`config.mk`:
```
export PLATFORM = sky130hd
export DESIGN_NAME = input_event_state_tracker_core
export DESIGN_NICKNAME = d
export VERILOG_FILES = /design/src/sv/iest_pkg.sv /design/src/sv/input_event_state_tracker_core.sv /design/src/sv/iest_front.sv /design/src/sv/iest_queue.sv /design/src/sv/iest_back.sv
export VERILOG_INCLUDE_DIRS = /design/src /design/src/sv
export SDC_FILE = /design/constraint.sdc
export NUM_CORES = 2
export LEC_CHECK = 0
export BUFFER_PORTS_ARGS = -buffer_cell sky130_fd_sc_hd__buf_2
export CAP_MARGIN = 20
export CORE_MARGIN = 3
export CORE_UTILIZATION = 60
export CTS_CLUSTER_DIAMETER = 120
export DETAILED_ROUTE_END_ITERATION = 8
export GPL_TIMING_DRIVEN = 0
export PLACE_DENSITY_LB_ADDON = 0.12
export RECOVER_POWER = 50
export SKIP_LAST_GASP = 1
export SYNTH_ARGS = -nofsm -noshare
export SYNTH_HDL_FRONTEND = slang
export SYNTH_HIERARCHICAL = 1
export SYNTH_SLANG_ARGS = --single-unit
export TNS_END_PERCENT = 30
```
`constraint.sdc`:
```
create_clock -name clock -period 13.4 [get_ports clock]
set_input_delay 3.35 -clock clock [delete_from_list [all_inputs] [get_ports clock]]
set_output_delay 3.35 -clock clock [all_outputs]
set_load 0.1 [all_outputs]
```
`src/sv/assert_macros.svh`:
```
// ----------------------------------------------------------------------------
// Assertion macros
// Shared concurrent assertion helpers for the input event tracker. The
// checks compile away when SYNTH is defined.
// ----------------------------------------------------------------------------
`ifndef ASSERT_MACROS_SVH
`define ASSERT_MACROS_SVH

`ifndef SYNTH

// The property must hold at every clock edge outside reset.
`define ASSERT_PROP(label, clk, rst, prop) \
   label: assert property (@(posedge clk) disable iff (rst) prop) \
      else $error("assertion failed");

// The condition must never be seen at a clock edge outside reset.
`define ASSERT_NEVER(label, clk, rst, cond) \
   label: assert property (@(posedge clk) disable iff (rst) !(cond)) \
      else $error("forbidden condition seen");

`else

`define ASSERT_PROP(label, clk, rst, prop)
`define ASSERT_NEVER(label, clk, rst, cond)

`endif

`endif

```
`src/sv/iest_pkg.sv`:
```
// ----------------------------------------------------------------------------
// Input event state tracker package
// Shared constants, message codes and the types passed between the front
// end, the request queue and the back end.
// ----------------------------------------------------------------------------
`default_nettype none

package iest_pkg;

   // Key table geometry.
   localparam int KEY_TABLE_DEPTH = 256;
   localparam int KEY_IDX_W       = $clog2(KEY_TABLE_DEPTH);

   // Keys whose state lives in dedicated registers.
   localparam logic [KEY_IDX_W-1:0] KEY_SHIFT   = KEY_IDX_W'(8'h10);
   localparam logic [KEY_IDX_W-1:0] KEY_CONTROL = KEY_IDX_W'(8'h11);
   localparam logic [KEY_IDX_W-1:0] KEY_ALT     = KEY_IDX_W'(8'h12);

   // Key state bits.
   localparam int KS_TOGGLE = 0;
   localparam int KS_DOWN   = 1;

   // Request queue geometry.
   localparam int QUEUE_DEPTH = 4;
   localparam int QUEUE_PTR_W = $clog2(QUEUE_DEPTH);
   localparam int QUEUE_CNT_W = $clog2(QUEUE_DEPTH + 1);

   // Configuration register indexes.
   localparam int CSR_IDX_W  = 2;
   localparam int CSR_DATA_W = 16;
   localparam logic [CSR_IDX_W-1:0] CSR_INPUT_ENABLED   = 2'd0;
   localparam logic [CSR_IDX_W-1:0] CSR_BUTTONS_SWAPPED = 2'd1;
   localparam logic [CSR_IDX_W-1:0] CSR_SCREEN_WIDTH    = 2'd2;
   localparam logic [CSR_IDX_W-1:0] CSR_SCREEN_HEIGHT   = 2'd3;

   // Raw mouse flag bits.
   localparam int MF_MOVE        = 0;
   localparam int MF_ABSOLUTE    = 1;
   localparam int MF_LEFT_DOWN   = 2;
   localparam int MF_LEFT_UP     = 3;
   localparam int MF_RIGHT_DOWN  = 4;
   localparam int MF_RIGHT_UP    = 5;
   localparam int MF_MIDDLE_DOWN = 6;
   localparam int MF_MIDDLE_UP   = 7;
   localparam int MF_WHEEL       = 8;

   // Decoded mouse message mask, in emission order.
   localparam int EV_MOVE        = 0;
   localparam int EV_LEFT_DOWN   = 1;
   localparam int EV_LEFT_UP     = 2;
   localparam int EV_RIGHT_DOWN  = 3;
   localparam int EV_RIGHT_UP    = 4;
   localparam int EV_MIDDLE_DOWN = 5;
   localparam int EV_MIDDLE_UP   = 6;
   localparam int EV_WHEEL       = 7;
   localparam int EV_MASK_W      = 8;
   localparam int EV_IDX_W       = $clog2(EV_MASK_W);

   // Driver key state bits, which are also the modifier word bits.
   localparam int DK_LEFT    = 0;
   localparam int DK_RIGHT   = 1;
   localparam int DK_SHIFT   = 2;
   localparam int DK_CONTROL = 3;
   localparam int DK_MIDDLE  = 4;
   localparam int DK_W       = 5;

   typedef enum logic [3:0] {
      MSG_KEYDOWN       = 4'd0,
      MSG_KEYUP         = 4'd1,
      MSG_SYSKEYDOWN    = 4'd2,
      MSG_SYSKEYUP      = 4'd3,
      MSG_MOVE          = 4'd4,
      MSG_LBUTTONDOWN   = 4'd5,
      MSG_LBUTTONUP     = 4'd6,
      MSG_RBUTTONDOWN   = 4'd7,
      MSG_RBUTTONUP     = 4'd8,
      MSG_MBUTTONDOWN   = 4'd9,
      MSG_MBUTTONUP     = 4'd10,
      MSG_WHEEL         = 4'd11
   } msg_kind_type;

   typedef enum logic [1:0] {
      BK_IDLE,
      BK_KEY,
      BK_EMIT
   } back_state_type;

   // Effective screen size, never zero.
   typedef struct packed {
      logic [15:0] width;
      logic [15:0] height;
   } screen_cfg_type;

   // One classified request as it waits in the queue.
   typedef struct packed {
      logic                 is_mouse;
      logic [KEY_IDX_W-1:0] virtual_key;
      logic [7:0]           scan_code;
      logic                 key_up;
      logic                 extended_key;
      logic                 force_extended;
      logic                 move;
      logic                 absolute;
      logic [16:0]          move_x;
      logic [16:0]          move_y;
      logic [EV_MASK_W-1:0] event_mask;
      logic                 driver_info_valid;
      logic [DK_W-1:0]      driver_key_state;
   } queue_entry_type;

endpackage

`default_nettype wire

```
`src/sv/input_event_state_tracker_core.sv`:
```
// ----------------------------------------------------------------------------
// Input event state tracker
// Turns raw keyboard and mouse requests into window messages.
// ----------------------------------------------------------------------------
// Usage:
// Requests enter on the req_ channel and are taken at a clock edge with
// req_valid high and req_stall low. A keyboard request gives one message; a
// mouse request gives zero to eight, the final one flagged by rsp_last.
// Messages leave on the rsp_ channel from a result register and are taken at
// an edge with rsp_valid high and rsp_stall low. While the receiver stalls,
// the message holds and the queue keeps taking requests until it fills.
// On an empty block a request passes the queue slot and the back end's item
// register before its first message is loaded into the result register. In
// the back end a keyboard request takes a registered read of the key table
// followed by its write back. A mouse request is applied as it is popped,
// then emits its messages in turn. Configuration is written through csr_
// while the block is idle; the user keeps to it, the block does not enforce
// it. Reset enables input, clears buttons, keys and cursor and restores a
// 1024 by 768 screen; the key table needs no clearing pass after reset.
// Requests taken while input is disabled are dropped without effect.
// ----------------------------------------------------------------------------
`default_nettype none

module input_event_state_tracker_core (
   input  logic                 clock,
   input  logic                 reset,
   input  logic                 csr_write_enable,
   input  logic [1:0]           csr_index,
   input  logic [15:0]          csr_write_data,
   input  logic                 req_valid,
   output logic                 req_stall,
   input  logic                 req_operation,
   input  logic [7:0]           req_virtual_key,
   input  logic [7:0]           req_scan_code,
   input  logic                 req_key_up,
   input  logic                 req_extended_key,
   input  logic                 req_force_extended,
   input  logic [8:0]           req_mouse_flags,
   input  logic signed [16:0]   req_delta_x,
   input  logic signed [16:0]   req_delta_y,
   input  logic                 req_driver_info_valid,
   input  logic [4:0]           req_driver_key_state,
   output logic                 rsp_valid,
   input  logic                 rsp_stall,
   output logic [3:0]           rsp_message_kind,
   output logic [7:0]           rsp_word_param,
   output logic [31:0]          rsp_long_param,
   output logic [15:0]          rsp_pos_x,
   output logic [15:0]          rsp_pos_y,
   output logic                 rsp_last
);
   import iest_pkg::*;

   // Configuration registers.
   logic        input_enabled_ff;
   logic        buttons_swapped_ff;
   logic [15:0] screen_width_ff;
   logic [15:0] screen_height_ff;

   screen_cfg_type  screen;
   logic            q_full;
   logic            q_push;
   queue_entry_type q_entry;
   logic            q_pop;
   queue_entry_type q_head;
   logic            q_not_empty;

   always_ff @(posedge clock) begin
      if (reset) begin
         input_enabled_ff   <= 1'b1;
         buttons_swapped_ff <= 1'b0;
         screen_width_ff    <= 16'd1024;
         screen_height_ff   <= 16'd768;
      end else if (csr_write_enable) begin
         unique case (csr_index)
            CSR_INPUT_ENABLED:   input_enabled_ff   <= csr_write_data[0];
            CSR_BUTTONS_SWAPPED: buttons_swapped_ff <= csr_write_data[0];
            CSR_SCREEN_WIDTH:    screen_width_ff    <= csr_write_data;
            CSR_SCREEN_HEIGHT:   screen_height_ff   <= csr_write_data;
            default: begin
            end
         endcase
      end
   end

   // A zero screen size behaves as a single pixel.
   assign screen.width  = (screen_width_ff == '0) ? 16'd1 : screen_width_ff;
   assign screen.height = (screen_height_ff == '0) ? 16'd1 : screen_height_ff;

   // The front end classifies each request and scales absolute positions.
   iest_front u_front (
      .req_valid             (req_valid),
      .req_stall             (req_stall),
      .req_operation         (req_operation),
      .req_virtual_key       (req_virtual_key),
      .req_scan_code         (req_scan_code),
      .req_key_up            (req_key_up),
      .req_extended_key      (req_extended_key),
      .req_force_extended    (req_force_extended),
      .req_mouse_flags       (req_mouse_flags),
      .req_delta_x           (req_delta_x),
      .req_delta_y           (req_delta_y),
      .req_driver_info_valid (req_driver_info_valid),
      .req_driver_key_state  (req_driver_key_state),
      .input_enabled         (input_enabled_ff),
      .buttons_swapped       (buttons_swapped_ff),
      .screen                (screen),
      .q_full                (q_full),
      .q_push                (q_push),
      .q_entry               (q_entry)
   );

   // The queue lets the front end keep accepting while messages drain.
   iest_queue u_queue (
      .clock      (clock),
      .reset      (reset),
      .push       (q_push),
      .push_entry (q_entry),
      .pop        (q_pop),
      .head       (q_head),
      .not_empty  (q_not_empty),
      .full       (q_full)
   );

   // The back end applies requests strictly in order and emits messages.
   iest_back u_back (
      .clock            (clock),
      .reset            (reset),
      .head             (q_head),
      .head_valid       (q_not_empty),
      .q_pop            (q_pop),
      .screen           (screen),
      .rsp_valid        (rsp_valid),
      .rsp_stall        (rsp_stall),
      .rsp_message_kind (rsp_message_kind),
      .rsp_word_param   (rsp_word_param),
      .rsp_long_param   (rsp_long_param),
      .rsp_pos_x        (rsp_pos_x),
      .rsp_pos_y        (rsp_pos_y),
      .rsp_last         (rsp_last)
   );

endmodule

`default_nettype wire

```
`src/sv/iest_front.sv`:
```
// ----------------------------------------------------------------------------
// Input event tracker front end
// Accepts requests, drops them while input is disabled, scales absolute
// positions and decodes the mouse flags into an ordered message mask.
// ----------------------------------------------------------------------------
`default_nettype none

module iest_front (
   input  logic                     req_valid,
   output logic                     req_stall,
   input  logic                     req_operation,
   input  logic [7:0]               req_virtual_key,
   input  logic [7:0]               req_scan_code,
   input  logic                     req_key_up,
   input  logic                     req_extended_key,
   input  logic                     req_force_extended,
   input  logic [8:0]               req_mouse_flags,
   input  logic signed [16:0]       req_delta_x,
   input  logic signed [16:0]       req_delta_y,
   input  logic                     req_driver_info_valid,
   input  logic [4:0]               req_driver_key_state,
   input  logic                     input_enabled,
   input  logic                     buttons_swapped,
   input  iest_pkg::screen_cfg_type screen,
   input  logic                     q_full,
   output logic                     q_push,
   output iest_pkg::queue_entry_type q_entry
);
   import iest_pkg::*;

   logic [31:0]          prod_x;
   logic [31:0]          prod_y;
   logic                 left_down;
   logic                 left_up;
   logic                 right_down;
   logic                 right_up;
   logic [EV_MASK_W-1:0] mask;

   assign req_stall = q_full;
   assign q_push    = req_valid && !req_stall && input_enabled;

   // Absolute coordinates are 16-bit fractions of the screen.
   assign prod_x = {16'b0, req_delta_x[15:0]} * {16'b0, screen.width};
   assign prod_y = {16'b0, req_delta_y[15:0]} * {16'b0, screen.height};

   // The swap exchanges the physical left and right flags.
   assign left_down  = buttons_swapped ? req_mouse_flags[MF_RIGHT_DOWN]
                                       : req_mouse_flags[MF_LEFT_DOWN];
   assign left_up    = buttons_swapped ? req_mouse_flags[MF_RIGHT_UP]
                                       : req_mouse_flags[MF_LEFT_UP];
   assign right_down = buttons_swapped ? req_mouse_flags[MF_LEFT_DOWN]
                                       : req_mouse_flags[MF_RIGHT_DOWN];
   assign right_up   = buttons_swapped ? req_mouse_flags[MF_LEFT_UP]
                                       : req_mouse_flags[MF_RIGHT_UP];

   always_comb begin
      mask                 = '0;
      mask[EV_MOVE]        = req_mouse_flags[MF_MOVE];
      mask[EV_LEFT_DOWN]   = left_down;
      mask[EV_LEFT_UP]     = left_up;
      mask[EV_RIGHT_DOWN]  = right_down;
      mask[EV_RIGHT_UP]    = right_up;
      mask[EV_MIDDLE_DOWN] = req_mouse_flags[MF_MIDDLE_DOWN];
      mask[EV_MIDDLE_UP]   = req_mouse_flags[MF_MIDDLE_UP];
      mask[EV_WHEEL]       = req_mouse_flags[MF_WHEEL];
   end

   always_comb begin
      q_entry                   = '0;
      q_entry.is_mouse          = req_operation;
      q_entry.virtual_key       = req_virtual_key;
      q_entry.scan_code         = req_scan_code;
      q_entry.key_up            = req_key_up;
      q_entry.extended_key      = req_extended_key;
      q_entry.force_extended    = req_force_extended;
      q_entry.move              = req_mouse_flags[MF_MOVE];
      q_entry.absolute          = req_mouse_flags[MF_ABSOLUTE];
      q_entry.move_x            = req_mouse_flags[MF_ABSOLUTE] ? {1'b0, prod_x[31:16]}
                                                                 : req_delta_x;
      q_entry.move_y            = req_mouse_flags[MF_ABSOLUTE] ? {1'b0, prod_y[31:16]}
                                                                 : req_delta_y;
      q_entry.event_mask        = mask;
      q_entry.driver_info_valid = req_driver_info_valid;
      q_entry.driver_key_state  = req_driver_key_state;
   end

endmodule

`default_nettype wire

```
`src/sv/iest_queue.sv`:
```
// ----------------------------------------------------------------------------
// Input event tracker request queue
// A short first-in first-out queue of classified requests between the front
// end and the back end.
// ----------------------------------------------------------------------------
`default_nettype none

`include "assert_macros.svh"

module iest_queue (
   input  logic                      clock,
   input  logic                      reset,
   input  logic                      push,
   input  iest_pkg::queue_entry_type push_entry,
   input  logic                      pop,
   output iest_pkg::queue_entry_type head,
   output logic                      not_empty,
   output logic                      full
);
   import iest_pkg::*;

   queue_entry_type        slot_ff [QUEUE_DEPTH];
   logic [QUEUE_PTR_W-1:0] wr_ptr_ff;
   logic [QUEUE_PTR_W-1:0] wr_ptr_in;
   logic [QUEUE_PTR_W-1:0] rd_ptr_ff;
   logic [QUEUE_PTR_W-1:0] rd_ptr_in;
   logic [QUEUE_CNT_W-1:0] count_ff;
   logic [QUEUE_CNT_W-1:0] count_in;

   assign not_empty = (count_ff != '0);
   assign full      = (count_ff == QUEUE_CNT_W'(QUEUE_DEPTH));
   assign head      = slot_ff[rd_ptr_ff];

   always_comb begin
      wr_ptr_in = push ? wr_ptr_ff + 1'b1 : wr_ptr_ff;
      rd_ptr_in = pop ? rd_ptr_ff + 1'b1 : rd_ptr_ff;
      count_in  = count_ff;
      if (push && !pop) begin
         count_in = count_ff + 1'b1;
      end else if (pop && !push) begin
         count_in = count_ff - 1'b1;
      end
   end

   always_ff @(posedge clock) begin
      if (push) begin
         slot_ff[wr_ptr_ff] <= push_entry;
      end
   end

   always_ff @(posedge clock) begin
      if (reset) begin
         wr_ptr_ff <= '0;
         rd_ptr_ff <= '0;
         count_ff  <= '0;
      end else begin
         wr_ptr_ff <= wr_ptr_in;
         rd_ptr_ff <= rd_ptr_in;
         count_ff  <= count_in;
      end
   end

   `ASSERT_NEVER(a_queue_no_overflow, clock, reset, push && full)
   `ASSERT_NEVER(a_queue_no_underflow, clock, reset, pop && !not_empty)
   `ASSERT_PROP(a_queue_count_bound, clock, reset, count_ff <= QUEUE_CNT_W'(QUEUE_DEPTH))

endmodule

`default_nettype wire

```
`src/sv/iest_back.sv`:
```
// ----------------------------------------------------------------------------
// Input event tracker back end
// Owns the key table, button and cursor state, applies each request in order
// and emits its messages through a registered result stage.
// ----------------------------------------------------------------------------
`default_nettype none

`include "assert_macros.svh"

module iest_back (
   input  logic                      clock,
   input  logic                      reset,
   input  iest_pkg::queue_entry_type head,
   input  logic                      head_valid,
   output logic                      q_pop,
   input  iest_pkg::screen_cfg_type  screen,
   output logic                      rsp_valid,
   input  logic                      rsp_stall,
   output logic [3:0]                rsp_message_kind,
   output logic [7:0]                rsp_word_param,
   output logic [31:0]               rsp_long_param,
   output logic [15:0]               rsp_pos_x,
   output logic [15:0]               rsp_pos_y,
   output logic                      rsp_last
);
   import iest_pkg::*;

   function automatic logic [15:0] clip_rel(input logic [15:0] pos,
                                            input logic [16:0] delta,
                                            input logic [15:0] size);
      logic signed [17:0] sum;
      logic [15:0]        res;
      sum = $signed({2'b00, pos}) + $signed({delta[16], delta});
      if (sum < 18'sd0) begin
         res = '0;
      end else if (sum >= $signed({2'b00, size})) begin
         res = size - 16'd1;
      end else begin
         res = sum[15:0];
      end
      return res;
   endfunction

   back_state_type       state_ff;
   back_state_type       state_in;
   queue_entry_type      item_ff;
   queue_entry_type      item_in;

   // Key table: a memory plus one valid bit per entry; invalid reads as up.
   logic [1:0]                 key_mem [KEY_TABLE_DEPTH];
   logic [1:0]                 rd_data_ff;
   logic [KEY_IDX_W-1:0]       rd_addr;
   logic [KEY_TABLE_DEPTH-1:0] key_vld_ff;
   logic                       mem_we;
   logic [KEY_IDX_W-1:0]       mem_addr;

   logic [1:0]  shift_ff, shift_in;
   logic [1:0]  ctrl_ff, ctrl_in;
   logic [1:0]  alt_ff, alt_in;
   logic        left_ff, left_in;
   logic        middle_ff, middle_in;
   logic        right_ff, right_in;
   logic [15:0] cursor_x_ff, cursor_x_in;
   logic [15:0] cursor_y_ff, cursor_y_in;
   logic [EV_MASK_W-1:0] mask_ff, mask_in;
   logic [DK_W-1:0]      ks_ff, ks_in;

   logic         rsp_valid_ff, rsp_valid_in;
   msg_kind_type rsp_kind_ff, rsp_kind_in;
   logic [7:0]   rsp_word_ff, rsp_word_in;
   logic [31:0]  rsp_long_ff, rsp_long_in;
   logic         rsp_last_ff, rsp_last_in;
   logic         out_free;
   logic         out_load;

   // Key path signals.
   logic [KEY_IDX_W-1:0] vk;
   logic [1:0]   key_old;
   logic [1:0]   key_new;
   logic         alt_after;
   logic         ctrl_after;
   logic         sys_key;
   msg_kind_type key_kind;
   logic         key_prev;
   logic         key_context;
   logic [31:0]  key_long;

   // Mouse path signals.
   logic [DK_W-1:0] mod_word;
   logic            drv_apply;
   logic [DK_W-1:0] mouse_ks;
   logic            left_drv, middle_drv, right_drv;
   logic [15:0]     next_x, next_y;
   logic [EV_IDX_W-1:0]  emit_idx;
   logic [EV_MASK_W-1:0] emit_bit;
   logic [EV_MASK_W-1:0] mask_rest;

   assign out_free = !rsp_valid_ff || !rsp_stall;

   // Keyboard request: old state, new state and the message fields.
   always_comb begin
      vk = item_ff.virtual_key;
      if (vk == KEY_SHIFT) begin
         key_old = shift_ff;
      end else if (vk == KEY_CONTROL) begin
         key_old = ctrl_ff;
      end else if (vk == KEY_ALT) begin
         key_old = alt_ff;
      end else begin
         key_old = key_vld_ff[vk] ? rd_data_ff : 2'b00;
      end

      if (item_ff.key_up) begin
         key_new  = {1'b0, key_old[KS_TOGGLE]};
         key_prev = 1'b1;
      end else begin
         key_new  = {1'b1, key_old[KS_DOWN] ? key_old[KS_TOGGLE] : ~key_old[KS_TOGGLE]};
         key_prev = key_old[KS_DOWN];
      end

      alt_after  = (vk == KEY_ALT) ? key_new[KS_DOWN] : alt_ff[KS_DOWN];
      ctrl_after = (vk == KEY_CONTROL) ? key_new[KS_DOWN] : ctrl_ff[KS_DOWN];

      // A release is judged on the state before it, a press on the state after.
      if (item_ff.key_up) begin
         sys_key  = alt_ff[KS_DOWN] && !ctrl_ff[KS_DOWN] && !item_ff.force_extended;
         key_kind = sys_key ? MSG_SYSKEYUP : MSG_KEYUP;
      end else begin
         sys_key  = alt_after && !ctrl_after;
         key_kind = sys_key ? MSG_SYSKEYDOWN : MSG_KEYDOWN;
      end
      key_context = sys_key && alt_after;

      key_long = {item_ff.key_up, key_prev, key_context, 4'b0000,
                  item_ff.extended_key, item_ff.scan_code, 16'd1};
   end

   // Mouse request: cursor move, driver modifiers and final button state.
   always_comb begin
      mod_word             = '0;
      mod_word[DK_LEFT]    = left_ff;
      mod_word[DK_RIGHT]   = right_ff;
      mod_word[DK_SHIFT]   = shift_ff[KS_DOWN];
      mod_word[DK_CONTROL] = ctrl_ff[KS_DOWN];
      mod_word[DK_MIDDLE]  = middle_ff;

      drv_apply = head.driver_info_valid && (head.driver_key_state != mod_word);
      mouse_ks  = head.driver_info_valid ? head.driver_key_state : mod_word;

      left_drv   = drv_apply ? head.driver_key_state[DK_LEFT]   : left_ff;
      right_drv  = drv_apply ? head.driver_key_state[DK_RIGHT]  : right_ff;
      middle_drv = drv_apply ? head.driver_key_state[DK_MIDDLE] : middle_ff;

      if (!head.move) begin
         next_x = cursor_x_ff;
         next_y = cursor_y_ff;
      end else if (head.absolute) begin
         next_x = head.move_x[15:0];
         next_y = head.move_y[15:0];
      end else begin
         next_x = clip_rel(cursor_x_ff, head.move_x, screen.width);
         next_y = clip_rel(cursor_y_ff, head.move_y, screen.height);
      end
   end

   // Lowest pending message goes out first.
   always_comb begin
      emit_idx = '0;
      for (int i = EV_MASK_W - 1; i >= 0; i--) begin
         if (mask_ff[i]) begin
            emit_idx = EV_IDX_W'(i);
         end
      end
      emit_bit  = EV_MASK_W'(1) << emit_idx;
      mask_rest = mask_ff & ~emit_bit;
   end

   assign rd_addr  = (state_ff == BK_IDLE) ? head.virtual_key : item_ff.virtual_key;
   assign mem_addr = item_ff.virtual_key;

   always_comb begin
      state_in     = state_ff;
      item_in      = item_ff;
      q_pop        = 1'b0;
      mem_we       = 1'b0;
      shift_in     = shift_ff;
      ctrl_in      = ctrl_ff;
      alt_in       = alt_ff;
      left_in      = left_ff;
      middle_in    = middle_ff;
      right_in     = right_ff;
      cursor_x_in  = cursor_x_ff;
      cursor_y_in  = cursor_y_ff;
      mask_in      = mask_ff;
      ks_in        = ks_ff;
      out_load     = 1'b0;
      rsp_kind_in  = rsp_kind_ff;
      rsp_word_in  = rsp_word_ff;
      rsp_long_in  = rsp_long_ff;
      rsp_last_in  = rsp_last_ff;

      unique case (state_ff)
         BK_IDLE: begin
            if (head_valid) begin
               q_pop   = 1'b1;
               item_in = head;
               if (!head.is_mouse) begin
                  state_in = BK_KEY;
               end else begin
                  cursor_x_in = next_x;
                  cursor_y_in = next_y;
                  if (drv_apply) begin
                     shift_in = {head.driver_key_state[DK_SHIFT], 1'b0};
                     ctrl_in  = {head.driver_key_state[DK_CONTROL], 1'b0};
                  end
                  // A release after a press in the same request leaves it up.
                  left_in   = head.event_mask[EV_LEFT_UP] ? 1'b0 :
                              head.event_mask[EV_LEFT_DOWN] ? 1'b1 : left_drv;
                  right_in  = head.event_mask[EV_RIGHT_UP] ? 1'b0 :
                              head.event_mask[EV_RIGHT_DOWN] ? 1'b1 : right_drv;
                  middle_in = head.event_mask[EV_MIDDLE_UP] ? 1'b0 :
                              head.event_mask[EV_MIDDLE_DOWN] ? 1'b1 : middle_drv;
                  mask_in   = head.event_mask;
                  ks_in     = mouse_ks;
                  state_in  = (head.event_mask != '0) ? BK_EMIT : BK_IDLE;
               end
            end
         end
         BK_KEY: begin
            if (out_free) begin
               out_load    = 1'b1;
               rsp_kind_in = key_kind;
               rsp_word_in = item_ff.virtual_key;
               rsp_long_in = key_long;
               rsp_last_in = 1'b1;
               if (vk == KEY_SHIFT) begin
                  shift_in = key_new;
               end else if (vk == KEY_CONTROL) begin
                  ctrl_in = key_new;
               end else if (vk == KEY_ALT) begin
                  alt_in = key_new;
               end else begin
                  mem_we = 1'b1;
               end
               state_in = BK_IDLE;
            end
         end
         BK_EMIT: begin
            if (out_free) begin
               out_load    = 1'b1;
               rsp_kind_in = msg_kind_type'(4'(MSG_MOVE) + {1'b0, emit_idx});
               rsp_word_in = {3'b000, ks_ff};
               rsp_long_in = '0;
               rsp_last_in = (mask_rest == '0);
               mask_in     = mask_rest;
               if (mask_rest == '0) begin
                  state_in = BK_IDLE;
               end
            end
         end
         default: begin
            state_in = BK_IDLE;
         end
      endcase

      if (out_free) begin
         rsp_valid_in = out_load;
      end else begin
         rsp_valid_in = rsp_valid_ff;
      end
   end

   always_ff @(posedge clock) begin
      if (mem_we) begin
         key_mem[mem_addr] <= key_new;
      end
      rd_data_ff <= key_mem[rd_addr];
   end

   always_ff @(posedge clock) begin
      if (reset) begin
         key_vld_ff <= '0;
      end else if (mem_we) begin
         key_vld_ff[mem_addr] <= 1'b1;
      end
   end

   always_ff @(posedge clock) begin
      if (reset) begin
         state_ff     <= BK_IDLE;
         shift_ff     <= 2'b00;
         ctrl_ff      <= 2'b00;
         alt_ff       <= 2'b00;
         left_ff      <= 1'b0;
         middle_ff    <= 1'b0;
         right_ff     <= 1'b0;
         cursor_x_ff  <= '0;
         cursor_y_ff  <= '0;
         mask_ff      <= '0;
         rsp_valid_ff <= 1'b0;
      end else begin
         state_ff     <= state_in;
         shift_ff     <= shift_in;
         ctrl_ff      <= ctrl_in;
         alt_ff       <= alt_in;
         left_ff      <= left_in;
         middle_ff    <= middle_in;
         right_ff     <= right_in;
         cursor_x_ff  <= cursor_x_in;
         cursor_y_ff  <= cursor_y_in;
         mask_ff      <= mask_in;
         rsp_valid_ff <= rsp_valid_in;
      end
   end

   // Payload registers; cursor fields follow the cursor at load time.
   logic [15:0] rsp_pos_x_ff;
   logic [15:0] rsp_pos_y_ff;

   always_ff @(posedge clock) begin
      item_ff     <= item_in;
      ks_ff       <= ks_in;
      rsp_kind_ff <= rsp_kind_in;
      rsp_word_ff <= rsp_word_in;
      rsp_long_ff <= rsp_long_in;
      rsp_last_ff <= rsp_last_in;
      if (out_load) begin
         rsp_pos_x_ff <= cursor_x_ff;
         rsp_pos_y_ff <= cursor_y_ff;
      end
   end

   assign rsp_valid        = rsp_valid_ff;
   assign rsp_message_kind = rsp_kind_ff;
   assign rsp_word_param   = rsp_word_ff;
   assign rsp_long_param   = rsp_long_ff;
   assign rsp_pos_x        = rsp_pos_x_ff;
   assign rsp_pos_y        = rsp_pos_y_ff;
   assign rsp_last         = rsp_last_ff;

   `ASSERT_PROP(a_emit_has_work, clock, reset, (state_ff == BK_EMIT) |-> (mask_ff != '0))
   `ASSERT_NEVER(a_mem_no_shadow_key, clock, reset, mem_we && (mem_addr == KEY_SHIFT || mem_addr == KEY_CONTROL || mem_addr == KEY_ALT))
   `ASSERT_PROP(a_key_msg_last, clock, reset, (out_load && state_ff == BK_KEY) |=> (rsp_valid_ff && rsp_last_ff))

endmodule

`default_nettype wire

```
==> impl_metrics.py <==
metrics = {
    "power": {
        "power_density_nw_per_um2": 197,
        "finalPower_mw": 12.7,
        "p_leak_nw": 25.8,
        "peakVddDrop_uv": 268,
        "sw_frac_of_total_pct": 43.8,
        "p_sw_mw": 5.55,
        "internal_power_mw": 7.13,
        "p_clk_share_pct": 21.1,
        "power_frac_comb_pct": 47.7,
        "pwr-share-seq_pct": 31.2,
    },
    "logic_synthesis": {
        "synth_fa_ha_area_share_pct": 19.1,
        "synth_top_family_by_area": "adder cells",
        "synth_top_cells_by_count": "836 x nor2_1, 648 x nand2_1, 618 x edfxtp_1",
        "synth_xor_area_share_pct": 1.37,
        "synth_top_area_share_pct": 31.5,
        "synth_compound_area_share_pct": 6.81,
        "synth_edf_count": 618,
        "synthCells": 5490,
        "yosysSeqAreaShare_pct": 43.4,
        "yosysTopAreaCell": "edfxtp_1",
        "synth.cell_area_um2": 58900,
        "syn_area_per_cell_um2": 10.7,
        "synthSimpleGateAreaFrac_pct": 15.1,
        "yosysMostFrequentCell": "nor2_1",
        "synth_ff_type": "edfxtp_1",
        "synth.area.mux_share_pct": 7.65,
        "synth_cell_types": 98,
        "synth_area_leaders": "edfxtp_1 31%, fa_1 13%, dfxtp_1 12%, ha_1 5.9%, mux4_2 5.7%",
        "synth-seq-cells": 967,
        "yosys_warnings": 6,
        "async_flop_share_pct": 0,
    },
    "detailed_routing": {
        "wire_per_inst_um": 23.7,
        "route.detailed.drc": 0,
        "via_per_inst": 6.04,
        "dr.pass1.iters": 6,
        "dr_total_vias": 42900,
        "drt_iter0_drc": 4481,
        "finalWirelength_um": 168000,
        "ant_nets": 0,
    },
    "timing": {
        "layout_setup_ws_ps": 3540,
        "holdWs_ps": 465,
        "maxSlewViolCount": 470,
        "setup_viol": 0,
        "tightest_slew_ps": 7600,
        "slew_headroom_pct": -406,
        "hold_viol_final": 0,
        "fin_worst_skew_ps": 41.8,
        "fin_crit_sh_pct": 73.6,
        "layout_min_cycle_time_ps": 9860,
        "fmax_ghz": 0.101,
        "tns_ps": 0,
        "rsz0062_at_grt": "no",
    },
    "worst_setup_path": {
        "startpoint": "req_delta_y[13]",
        "r2r_slack_ps": 4750,
        "crit_fanout": 10,
        "path_class": "input pin to flip-flop",
        "cp-endpoint": "u_queue/slot_ff[1][28]",
        "reg2reg_to": "u_back/key_mem[145][1]",
        "cp-end-kind": "flip-flop",
        "r2r_cells": 2,
        "rr_startpoint": "u_back/item_ff[52]",
        "cp.required_ps": 13770,
        "cp-start-kind": "input pin",
        "critPathArrivalTime_ps": 10230,
    },
    "clocking": {
        "clkTransAtPathRegs_ps": 60,
        "htree_levels": 3,
        "root_buffer": "clkbuf_16",
        "clk_path_buf_depth": 3,
        "cts_setup_buffers": 0,
        "post_cts_resized": 0,
        "cts_tree": "built",
        "clk_latency_ps": 680,
        "clock_sinks": 967,
        "numCtsBuffers": 95,
        "ctsHoldBuffers": 0,
    },
    "cells_and_area": {
        "fin_util_pct": 66.4,
        "top_regs": "u_queue/slot_ff x280, u_back/key_mem x256, u_back/key_vld_ff x256",
        "largest_reg_flops": 280,
        "num-fill-cells": 7629,
        "fin_area_um2": 64400,
        "synthToLayoutAreaGrowth_pct": 9.32,
        "layout.nets": 6502,
        "drive_gt1_share_pct": 9.77,
        "layout.cells.non_filler": 7105,
        "top_register": "u_queue/slot_ff",
    },
    "floorplan": {
        "die_height_um": 319,
        "core_area_um2": 97000,
        "die_w_um": 319,
        "die_area_um2": 102000,
        "ios": 171,
        "start_util_pct": 60.7,
        "num_rows": 114,
    },
    "grt": {
        "grt_usage_pct": 33.2,
        "overflow": 0,
        "grt_first_pass_wirelength_um": 256000,
        "grt_pass1_vias": 42600,
        "grt_max_degree": 198,
        "antenna_found_initial": 7,
    },
    "placed_design": {
        "dp_hpwl_um": 121000,
        "io_buffers": 120,
        "place.gp.congestion": 0.967,
        "place_area_um2": 61500,
        "dp_cells": 6924,
        "dpl_worst_slack_ps": 2840,
    },
    "status": {
        "outcome": "finished with violations",
        "violations": "capacitance limit, slew limit",
    },
    "job": {
        "max_cap_viol_count": 8,
    },
    "worst_hold_path": {
        "hp-class": "flip-flop to flip-flop",
    },
}
## worst max-delay path, stage by stage
cell,delay [ps]
clkbuf_1,440
clkbuf_1,580
nand2_1,170
fa_1,550
fa_1,510
fa_1,520
inv_1,60
fa_1,440
fa_1,510
inv_1,50
fa_1,500
inv_1,50
ha_1,350
and3_1,250
o211ai_1,160
a2111oi_0,900
o211ai_1,200
o311ai_0,630
## cells in the final DEF (no fill, tap or decap), types with 45 or more instances in the layout
cell type  count
nor2_1       836
nand2_1      648
edfxtp_1     618
inv_1        518
fa_1         389
dfxtp_1      349
clkbuf_1     338
ha_1         276
and2_1       238
a21oi_1      204
mux4_2       150
buf_2        121
clkbuf_16     98
o21ai_0       76
xnor2_1       73
mux2i_1       70
nand3_1       68
a21o_1        45
## logic make-up after synthesis
logic type | count (synthesis)
muxes | 257
DFF | 967
buffers and inverters | 882
and+or+nand+nor | 2023
xor gates and xnor gates | 92
other | 1
adders and majority gates | 665
AOI/OAI and AO/OA | 603
## cell type report
class                   count  area (um^2)  area share [%]
well taps                1276         1600            2.48
clock inverters            39          454           0.705
diodes                      4         10.0          0.0155
repair buffers            137          826            1.28
multi-input cells        3662        29500            45.9
flip-flops and latches    967        25500            39.7
clock buffers             138         2690            4.18
inverters                 519         1950            3.03
plain buffers             363         1790            2.77
## routing by layer
layer | vias up | GRT usage (%) | wire (um)
met4 | 4 | 13.5 | 8100
met5 | - | 0 | 21
met1 | 21300 | 45.2 | 65500
met3 | 441 | 6.45 | 17200
met2 | 2270 | 52.9 | 77300
li1 | 19000 | - | -
## how the worst min path moves through the flow
stage	start	cells after the start	end	slack, ps
floorplan	u_back/key_vld_ff[18]	1	u_back/key_vld_ff[18]	430
global placement	u_back/key_vld_ff[230]	2	u_back/key_vld_ff[230]	440
detailed placement	u_back/cursor_y_ff[7]	0	u_back/rsp_pos_y[7]	450
CTS	u_back/key_vld_ff[18]	1	u_back/key_vld_ff[18]	470
global route	u_back/key_vld_ff[18]	1	u_back/key_vld_ff[18]	480
finish	u_back/key_vld_ff[39]	2	u_back/key_vld_ff[39]	470
## power by group through the flow
stage | Clock [mW] | Combinational (mW) | Sequential [mW]
floorplan | 0 | 3.46 | 4.52
global placement | 0 | 5.80 | 4.01
detailed placement | 0 | 5.95 | 3.95
CTS | 2.70 | 5.99 | 3.89
global route | 2.82 | 6.41 | 3.98
finish | 2.67 | 6.06 | 3.96
Note: power is estimated with default switching activity, not from simulation.
